[config.mk]
export PLATFORM = sky130hd
export DESIGN_NAME = number_to_spoken_phrase_core_flat
export DESIGN_NICKNAME = d
export VERILOG_FILES = /design/src/hw/rtl/ntsp_pkg.sv /design/src/hw/rtl/ntsp_num_if.sv /design/src/hw/rtl/ntsp_seg_if.sv /design/src/hw/rtl/ntsp_digits.sv /design/src/hw/rtl/ntsp_phrase.sv /design/src/hw/rtl/number_to_spoken_phrase_core.sv /design/src/flat_wrapper.sv
export SDC_FILE = /design/constraint.sdc
export NUM_CORES = 1
export LEC_CHECK = 0
export BUFFER_PORTS_ARGS = -buffer_cell sky130_fd_sc_hd__buf_4
export CAP_MARGIN = 20
export CORE_ASPECT_RATIO = 1.5
export CORE_UTILIZATION = 34
export CTS_CLUSTER_SIZE = 30
export DETAILED_ROUTE_END_ITERATION = 6
export GPL_TIMING_DRIVEN = 0
export SYNTH_ARGS = -nofsm -noshare
export SYNTH_HDL_FRONTEND = slang
export SYNTH_SLANG_ARGS = --single-unit
[constraint.sdc]
create_clock -name clk -period 13.95 [get_ports clk]
set_input_delay 1.395 -clock clk [delete_from_list [all_inputs] [get_ports clk]]
set_output_delay 1.395 -clock clk [all_outputs]
set_load 0.02 [all_outputs]
[src/hw/rtl/ntsp_pkg.sv]
// Shared package for the number-to-spoken-phrase block.
// Holds widths, register codes, reset values, reciprocal constants and
// the structs passed between modules. Depends on nothing.
package ntsp_pkg;

  localparam int VAL_W     = 16;  // input number width
  localparam int ADDR_W    = 8;   // voice address width
  localparam int CFG_IDX_W = 2;   // configuration register index width
  localparam int DIG_W     = 4;   // one decimal digit
  localparam int REM_W     = 14;  // holds any clamped value up to 9999
  localparam int MAX_SEGS  = 7;   // longest phrase
  localparam int SEG_CNT_W = 3;   // counts 0 to MAX_SEGS
  localparam int N_STAGES  = 7;   // digit split pipeline depth
  localparam int N_CANDS   = 9;   // fixed candidate slots before packing

  localparam int MAX_SPOKEN_DEF = 9999;

  localparam int K1000 = 1000;
  localparam int K100  = 100;
  localparam int K10   = 10;

  // Reciprocal multipliers, exact over the ranges reached
  // (below 10000, below 1000 and below 100 in turn)
  localparam int DIV1000_MUL = 67109;
  localparam int DIV1000_SH  = 26;
  localparam int DIV100_MUL  = 656;
  localparam int DIV100_SH   = 16;
  localparam int DIV10_MUL   = 103;
  localparam int DIV10_SH    = 10;

  typedef enum logic [CFG_IDX_W-1:0] {
    REG_DIGIT_BASE     = 2'd0,
    REG_TENS_WORD      = 2'd1,
    REG_HUNDREDS_WORD  = 2'd2,
    REG_THOUSANDS_WORD = 2'd3
  } cfg_reg_t;

  localparam logic [ADDR_W-1:0] DIGIT_BASE_RST     = 8'd5;
  localparam logic [ADDR_W-1:0] TENS_WORD_RST      = 8'd15;
  localparam logic [ADDR_W-1:0] HUNDREDS_WORD_RST  = 8'd16;
  localparam logic [ADDR_W-1:0] THOUSANDS_WORD_RST = 8'd17;

  typedef struct packed {
    logic [ADDR_W-1:0] digit_base;
    logic [ADDR_W-1:0] tens_word;
    logic [ADDR_W-1:0] hundreds_word;
    logic [ADDR_W-1:0] thousands_word;
  } cfg_t;

  typedef struct packed {
    logic             clamped;
    logic [DIG_W-1:0] q;
    logic [DIG_W-1:0] b;
    logic [DIG_W-1:0] s;
    logic [DIG_W-1:0] g;
  } digits_t;

endpackage

[src/hw/rtl/ntsp_num_if.sv]
// Input channel interface: valid/ready handshake carrying one number.
// Depends on ntsp_pkg.
interface ntsp_num_if;
  import ntsp_pkg::*;

  logic             valid;
  logic             ready;
  logic [VAL_W-1:0] number_value;

  modport source (output valid, output number_value, input ready);
  modport sink   (input valid, input number_value, output ready);
endinterface

[src/hw/rtl/ntsp_seg_if.sv]
// Output channel interface: valid/ready handshake carrying one voice segment.
// Depends on ntsp_pkg.
interface ntsp_seg_if;
  import ntsp_pkg::*;

  logic              valid;
  logic              ready;
  logic [ADDR_W-1:0] voice_address;
  logic              last_segment;
  logic              was_clamped;

  modport source (output valid, output voice_address, output last_segment,
                  output was_clamped, input ready);
  modport sink   (input valid, input voice_address, input last_segment,
                  input was_clamped, output ready);
endinterface

[src/hw/rtl/ntsp_digits.sv]
// Clamp and decimal digit split, seven register stages with valid bits.
// Each constant division is a reciprocal multiply, the next stage subtracts.
// Depends on ntsp_pkg.
module ntsp_digits #(
  parameter int MAX_SPOKEN = ntsp_pkg::MAX_SPOKEN_DEF
) (
  input  logic                         clk,
  input  logic                         rst,
  input  logic                         in_valid,
  output logic                         in_ready,
  input  logic [ntsp_pkg::VAL_W-1:0]   in_value,
  output logic                         out_valid,
  input  logic                         out_ready,
  output ntsp_pkg::digits_t            out_digits
);
  import ntsp_pkg::*;

  typedef struct packed {
    logic             clamped;
    logic [REM_W-1:0] rem;
    logic [DIG_W-1:0] q;
    logic [DIG_W-1:0] b;
    logic [DIG_W-1:0] s;
  } work_t;

  work_t            st      [N_STAGES];
  work_t            st_next [N_STAGES];
  logic [N_STAGES-1:0] vld;
  logic [N_STAGES-1:0] adv;

  logic [30:0] p_q;
  logic [23:0] p_b;
  logic [16:0] p_s;
  logic        over;

  // Stage advances when empty or when the one after it advances
  always_comb begin
    adv[N_STAGES-1] = !vld[N_STAGES-1] || out_ready;
    for (int i = N_STAGES - 2; i >= 0; i--) begin
      adv[i] = !vld[i] || adv[i+1];
    end
  end

  assign in_ready = adv[0];

  assign over = in_value > VAL_W'(MAX_SPOKEN);
  assign p_q  = 31'(st[0].rem) * 31'(DIV1000_MUL);
  assign p_b  = 24'(st[2].rem) * 24'(DIV100_MUL);
  assign p_s  = 17'(st[4].rem) * 17'(DIV10_MUL);

  always_comb begin
    st_next[0]         = '0;
    st_next[0].clamped = over;
    st_next[0].rem     = over ? REM_W'(MAX_SPOKEN) : in_value[REM_W-1:0];

    st_next[1]     = st[0];
    st_next[1].q   = p_q[DIV1000_SH +: DIG_W];

    st_next[2]     = st[1];
    st_next[2].rem = st[1].rem - REM_W'(st[1].q) * REM_W'(K1000);

    st_next[3]     = st[2];
    st_next[3].b   = p_b[DIV100_SH +: DIG_W];

    st_next[4]     = st[3];
    st_next[4].rem = st[3].rem - REM_W'(st[3].b) * REM_W'(K100);

    st_next[5]     = st[4];
    st_next[5].s   = p_s[DIV10_SH +: DIG_W];

    st_next[6]     = st[5];
    st_next[6].rem = st[5].rem - REM_W'(st[5].s) * REM_W'(K10);
  end

  always_ff @(posedge clk) begin
    if (rst) begin
      vld <= '0;
    end else begin
      if (adv[0]) vld[0] <= in_valid;
      for (int i = 1; i < N_STAGES; i++) begin
        if (adv[i]) vld[i] <= vld[i-1];
      end
    end
  end

  always_ff @(posedge clk) begin
    for (int i = 0; i < N_STAGES; i++) begin
      if (adv[i]) st[i] <= st_next[i];
    end
  end

  assign out_valid          = vld[N_STAGES-1];
  assign out_digits.clamped = st[N_STAGES-1].clamped;
  assign out_digits.q       = st[N_STAGES-1].q;
  assign out_digits.b       = st[N_STAGES-1].b;
  assign out_digits.s       = st[N_STAGES-1].s;
  assign out_digits.g       = st[N_STAGES-1].rem[DIG_W-1:0];

endmodule

[src/hw/rtl/ntsp_phrase.sv]
// Phrase builder and segment serialiser with registered output.
// Packs the enabled words into a list, then shifts it out one per cycle while out_ready allows.
// Depends on ntsp_pkg.
module ntsp_phrase (
  input  logic                          clk,
  input  logic                          rst,
  input  ntsp_pkg::cfg_t                cfg,
  input  logic                          in_valid,
  output logic                          in_ready,
  input  ntsp_pkg::digits_t             in_digits,
  output logic                          out_valid,
  input  logic                          out_ready,
  output logic [ntsp_pkg::ADDR_W-1:0]   out_addr,
  output logic                          out_last,
  output logic                          out_clamped
);
  import ntsp_pkg::*;

  logic [ADDR_W-1:0]    cand [N_CANDS];
  logic [N_CANDS-1:0]   en;
  logic [ADDR_W-1:0]    list [MAX_SEGS];
  logic [SEG_CNT_W-1:0] count;

  logic [ADDR_W-1:0]    seg [MAX_SEGS];
  logic [SEG_CNT_W-1:0] left;
  logic                 clamped;

  logic emit;
  logic load;
  logic q_nz, b_nz, s_nz, g_nz;

  assign q_nz = in_digits.q != '0;
  assign b_nz = in_digits.b != '0;
  assign s_nz = in_digits.s != '0;
  assign g_nz = in_digits.g != '0;

  // Candidate words in speaking order
  always_comb begin
    cand[0] = cfg.digit_base + ADDR_W'(in_digits.q);
    cand[1] = cfg.thousands_word;
    cand[2] = cfg.digit_base + ADDR_W'(in_digits.b);
    cand[3] = cfg.hundreds_word;
    cand[4] = cfg.digit_base;
    cand[5] = cfg.digit_base + ADDR_W'(in_digits.s);
    cand[6] = cfg.tens_word;
    cand[7] = cfg.digit_base;
    cand[8] = cfg.digit_base + ADDR_W'(in_digits.g);

    en[0] = q_nz;
    en[1] = q_nz;
    en[2] = b_nz;
    en[3] = b_nz;
    en[4] = q_nz && !b_nz && (s_nz || g_nz);  // zero across a hundreds gap
    en[5] = s_nz;
    en[6] = s_nz;
    en[7] = !s_nz && g_nz && b_nz;            // zero across a tens gap
    en[8] = g_nz || !(q_nz || b_nz || s_nz);  // units, or the lone zero
  end

  // Pack enabled candidates to the front
  always_comb begin
    for (int i = 0; i < MAX_SEGS; i++) list[i] = '0;
    count = '0;
    for (int i = 0; i < N_CANDS; i++) begin
      if (en[i]) begin
        if (count < SEG_CNT_W'(MAX_SEGS)) list[count] = cand[i];
        count = count + 1'b1;
      end
    end
  end

  assign emit     = (left != '0) && (!out_valid || out_ready);
  assign in_ready = (left == '0) || (emit && left == SEG_CNT_W'(1));
  assign load     = in_valid && in_ready;

  always_ff @(posedge clk) begin
    if (rst) begin
      left <= '0;
    end else if (load) begin
      left <= count;
    end else if (emit) begin
      left <= left - 1'b1;
    end
  end

  always_ff @(posedge clk) begin
    if (load) begin
      seg     <= list;
      clamped <= in_digits.clamped;
    end else if (emit) begin
      for (int i = 0; i < MAX_SEGS - 1; i++) seg[i] <= seg[i+1];
      seg[MAX_SEGS-1] <= '0;
    end
  end

  always_ff @(posedge clk) begin
    if (rst) begin
      out_valid <= 1'b0;
    end else if (emit) begin
      out_valid <= 1'b1;
    end else if (out_ready) begin
      out_valid <= 1'b0;
    end
  end

  always_ff @(posedge clk) begin
    if (emit) begin
      out_addr    <= seg[0];
      out_last    <= left == SEG_CNT_W'(1);
      out_clamped <= clamped;
    end
  end

endmodule

[src/hw/rtl/number_to_spoken_phrase_core.sv]
// Top level of the number-to-spoken-phrase block.
// Instantiates ntsp_digits and ntsp_phrase; depends on ntsp_pkg and the
// channel interfaces ntsp_num_if and ntsp_seg_if.
//
// Usage
//   num : one item is one unsigned 16-bit number, taken on valid and ready.
//         Numbers above MAX_SPOKEN are spoken as MAX_SPOKEN and flagged.
//   seg : one item is one voice address; last_segment marks the end of a
//         phrase and was_clamped repeats the clamp flag on every segment.
//   cfg : write port for digit_base, tens_word, hundreds_word and
//         thousands_word; write only while no phrase is in flight.
// Timing
//   The first segment of a number passes the seven digit split stages, the
//   load into the serialiser and the output register; later segments follow
//   one per cycle while seg.ready allows. A number gives 1 to 7 segments,
//   and the serialiser takes the next number only as the last segment of
//   the current one is emitted. The digit pipeline keeps taking numbers
//   while an earlier phrase is still being shifted out.
// Reset
//   Synchronous; empties every stage and restores the register defaults.
// Stalls
//   When seg.ready is low the output holds; the serialiser and then the
//   pipeline fill up and num.ready drops. Nothing is lost or repeated.
module number_to_spoken_phrase_core #(
  parameter int MAX_SPOKEN = ntsp_pkg::MAX_SPOKEN_DEF
) (
  input  logic                             clk,
  input  logic                             rst,
  ntsp_num_if.sink                         num,
  ntsp_seg_if.source                       seg,
  input  logic                             cfg_we,
  input  logic [ntsp_pkg::CFG_IDX_W-1:0]   cfg_index,
  input  logic [ntsp_pkg::ADDR_W-1:0]      cfg_data
);
  import ntsp_pkg::*;

  cfg_t    cfg;
  digits_t digits;
  logic    digits_valid;
  logic    digits_ready;

  // Configuration registers; each index maps to one word address
  always_ff @(posedge clk) begin
    if (rst) begin
      cfg.digit_base     <= DIGIT_BASE_RST;
      cfg.tens_word      <= TENS_WORD_RST;
      cfg.hundreds_word  <= HUNDREDS_WORD_RST;
      cfg.thousands_word <= THOUSANDS_WORD_RST;
    end else if (cfg_we) begin
      unique case (cfg_reg_t'(cfg_index))
        REG_DIGIT_BASE:     cfg.digit_base     <= cfg_data;
        REG_TENS_WORD:      cfg.tens_word      <= cfg_data;
        REG_HUNDREDS_WORD:  cfg.hundreds_word  <= cfg_data;
        REG_THOUSANDS_WORD: cfg.thousands_word <= cfg_data;
      endcase
    end
  end

  // Clamp and split into thousands, hundreds, tens and units
  ntsp_digits #(
    .MAX_SPOKEN (MAX_SPOKEN)
  ) u_digits (
    .clk        (clk),
    .rst        (rst),
    .in_valid   (num.valid),
    .in_ready   (num.ready),
    .in_value   (num.number_value),
    .out_valid  (digits_valid),
    .out_ready  (digits_ready),
    .out_digits (digits)
  );

  // Pick the words of the phrase and shift them out one per cycle while seg.ready allows
  ntsp_phrase u_phrase (
    .clk         (clk),
    .rst         (rst),
    .cfg         (cfg),
    .in_valid    (digits_valid),
    .in_ready    (digits_ready),
    .in_digits   (digits),
    .out_valid   (seg.valid),
    .out_ready   (seg.ready),
    .out_addr    (seg.voice_address),
    .out_last    (seg.last_segment),
    .out_clamped (seg.was_clamped)
  );

endmodule

[src/flat_wrapper.sv]
// flat-port wrapper written by rule: the top's interface ports become plain ports
module number_to_spoken_phrase_core_flat import ntsp_pkg::*;
#(
  parameter int MAX_SPOKEN = ntsp_pkg::MAX_SPOKEN_DEF
)
  (clk, rst, cfg_we, cfg_index, cfg_data, num_valid, num_number_value, num_ready, seg_valid, seg_voice_address, seg_last_segment, seg_was_clamped, seg_ready);
  ntsp_num_if num_i ();
  ntsp_seg_if seg_i ();
  input  logic clk;
  input  logic rst;
  input  logic cfg_we;
  input  logic [ntsp_pkg::CFG_IDX_W-1:0] cfg_index;
  input  logic [ntsp_pkg::ADDR_W-1:0] cfg_data;
  input wire logic [$bits(num_i.valid)-1:0] num_valid;
  input wire logic [$bits(num_i.number_value)-1:0] num_number_value;
  output wire logic [$bits(num_i.ready)-1:0] num_ready;
  output wire logic [$bits(seg_i.valid)-1:0] seg_valid;
  output wire logic [$bits(seg_i.voice_address)-1:0] seg_voice_address;
  output wire logic [$bits(seg_i.last_segment)-1:0] seg_last_segment;
  output wire logic [$bits(seg_i.was_clamped)-1:0] seg_was_clamped;
  input wire logic [$bits(seg_i.ready)-1:0] seg_ready;
  assign num_i.valid = num_valid;
  assign num_i.number_value = num_number_value;
  assign num_ready = num_i.ready;
  assign seg_valid = seg_i.valid;
  assign seg_voice_address = seg_i.voice_address;
  assign seg_last_segment = seg_i.last_segment;
  assign seg_was_clamped = seg_i.was_clamped;
  assign seg_i.ready = seg_ready;
  number_to_spoken_phrase_core #(.MAX_SPOKEN(MAX_SPOKEN)) u_core (.clk(clk), .rst(rst), .num(num_i), .seg(seg_i), .cfg_we(cfg_we), .cfg_index(cfg_index), .cfg_data(cfg_data));
endmodule
==> impl_metrics.csv <==
group,metric,value,unit
placement,dp_slack,8.076,ns
die,die_area,57060,µm²
global_route,grt_usage,0.2155,
global_route,antenna_found_initial,0,
power,power,6288,µW
worst_setup_path,crit_fanout,18,
detailed_routing,route.met2.wl,33250,µm
cts,post_cts_buffers,0,
detailed_routing,ant_nets,0,
layout,nets,2345,
synth,async_flop_share,0,
detailed_routing,highest_layer,"met4",
synth,synth_common_cells,"ha_1 (247), inv_1 (237), edfxtp_1 (200)",
cts,cts_root_buf,"clkbuf_16",
sta,maxSlewHeadroom,0.1973,
sta,fmax,170.5,MHz
detailed_routing,drt_wl_total,61280,µm
sta,fin_worst_skew,0.02024,ns
cts,htreeDepth,1,
sta,finalSetupTns,0,ns
min_path,whs_path_depth,0,
placement,port_buffers,41,
cts,cts_tree,"done",
worst_setup_path,cp-start-kind,"primary input",
worst_setup_path,crit_arrival,4.47,ns
min_path,hp-class,"flip-flop to flip-flop",
global_route,overflow,0,
sta,drv_slew,0,
outcome,outcome,"completed",
worst_setup_path,worst_r2r_path_depth,14,
sta,finalCritPeriodShare,0.4205,
sta,tightest_slew,1.189,ns
detailed_routing,first_pass_iters,6,
synth,synthTopCellsByArea,"edfxtp_1 (31%), ha_1 (16%), fa_1 (8.0%)",
cts,cts_made_buffers,27,
synth,synth.largest_area_cell,"edfxtp_1",
synth,ys_seq_elements,243,
cts,holdBufCountCts,0,
synth,syn_area,19070,µm²
cts,clock_latency,0.57,ns
sta,setup_ws,8.085,ns
detailed_routing,drtIter0Drc,1029,
sta,hold_viol_final,0,
layout,drive_gt1_frac,0.07558,
cts,clock_sinks,243,
power,p_leak,0.009041,µW
placement,dpl.hpwl,49740,µm
worst_setup_path,critPathKind,"primary input to output port",
synth,synthCells,1914,
worst_setup_path,worst_ep_required_time,12.56,ns
die,initial_utilization,0.3432,
die,die_x,195.4,µm
global_route,grt_max_degree,38,
sta,setup_viol,0,
die,core_area,55570,µm²
run,cap_violations,0,
power,power_density,296.2,nW/µm²
synth,synth.avg_cell_area,9.964,µm²
sta,holdWs,0.4108,ns
detailed_routing,avgRoutedWirePerCell,22.59,µm
worst_setup_path,critPathCaptureType,"output port",
synth,synth.most_common_cell,"ha_1",
die,rows,106,
detailed_routing,wl_met1,20800,µm
cts,cts.clk_slew.worst_paths,0.06,ns
power,vdd_drop_max,0.0002129,V
die,pin_count,43,
synth,ys_types,92,
sta,rsz0062_at_grt,"no",
synth,yosys_most_used_dff,"edfxtp_1",
detailed_routing,drc,0,
global_route,grt_pass1_vias,15548,
detailed_routing,dr_wl_met3,2259,µm
detailed_routing,viasPerCell,5.524,
layout,diodes,0,
die,die_y,292.1,µm
synth,syn-num-nets,2268,
synth,synth_top_cell_area_share,0.3149,
synth,yosys_warnings,0,
synth,seq_area_frac_synth,0.3600,
detailed_routing,num_vias,14987,
global_route,grt_pass1_wl,92740,µm
sta,finalCriticalPeriod,5.865,ns
synth,synth-edff-count,200,
cts,postCtsResizedCells,0,
placement,place.gp.congestion,1.030,
cts,cts_buffer_depth,3,
layout,syn2layout_area_growth,11.32,%
==> cells in the final DEF (no fill, tap or decap), drive strengths merged, types with 12 or more instances in the layout <==
master,count
and2,13
ha,247
a22oi,14
edfxtp,200
xor2,27
nand4,14
a221oi,19
buf,74
a21o,30
nand2b,14
nor2,87
nand3,55
nor2b,20
nand2,150
a21oi,128
inv,241
or3,14
nor3,32
fa,76
o211ai,21
nand3b,12
and3,13
dfxtp,43
o21ai,114
clkbuf,90
a211oi,33
xnor2,47
==> where the power goes <==
| group | switching [µW] | leakage, µW | internal, µW |
|---|---|---|---|
| Combinational | 2400 | 0.00626 | 1720 |
| Sequential | 173 | 0.00237 | 1290 |
| Clock | 297 | 0.000417 | 411 |
| Total | 2870 | 0.00904 | 3420 |
==> critical path, stage by stage <==
cell and delay, ns:
buf_4 0.11, nand2b_1 0.15, a21oi_1 0.30, o21ai_2 0.21, buf_8 0.22, nor2_1 0.24
inv_1 0.40, nor2_1 0.34, nand3_1 0.66, buf_4 0.42
==> registers in the layout (all words and copies together) (netlist names) <==
name,cells
u_core.u_phrase.seg,56
u_core.u_digits.st,133
u_core.cfg,32
u_core.u_phrase.out_valid,1
u_core.u_digits.vld,7
u_core.u_phrase.left,3
u_core.u_phrase.out_clamped,1
u_core.u_phrase.out_addr,8
u_core.u_phrase.clamped,1
u_core.u_phrase.out_last,1
==> per-stage QoR <==
step	cells	instance area (µm²)	util
finish	2713	21230	0.3820
global route	2713	21230	0.3820
CTS	2712	21200	0.3815
detailed placement	2663	20340	0.3661
global placement	2657	20260	0.3645
floorplan	1914	19070	-
==> per-layer routing <==
metal,global-route usage,vias up
met4,0.1554,0
li1,-,7060
met5,0,-
met2,0.4198,431
met3,0.01940,200
met1,0.2094,7296
==> layout make-up <==
| class | count | area (µm²) |
|---|---|---|
| plain buffers | 83 | 361.6 |
| clock buffers | 33 | 698.2 |
| clock inverters | 16 | 162.7 |
| fillers | 5433 | 34340 |
| inverters | 240 | 903.4 |
| multi-input cells | 1348 | 10960 |
| flip-flops and latches | 243 | 6867 |
| well taps | 702 | 878.3 |
| repair buffers | 48 | 395.4 |
==> cells by family after synthesis <==
family,share of synthesized area
AO/OA/AOI/OAI,0.1729
XOR/XNOR,0.03398
flip-flops,0.3600
AND/OR/NAND/NOR,0.1202
adder cells (fa/ha/maj),0.2418
multiplexers,0.004789
buffers and inverters,0.06633
==> path summary, 6_finish.rpt <==
kind                                           start  slack [ns]                            endpoint
hold / removal    u_core.u_digits.st[5][4]$_DFFE_PP_        0.41  u_core.u_digits.st[6][4]$_DFFE_PP_
setup reg to reg  u_core.u_digits.st[6][5]$_DFFE_PP_        8.12   u_core.u_phrase.seg[18]$_DFFE_PP_
hold reg to reg   u_core.u_digits.st[5][4]$_DFFE_PP_        0.41  u_core.u_digits.st[6][4]$_DFFE_PP_
setup / recovery                           seg_ready        8.08                           num_ready
(Power assumes the default switching activity.)
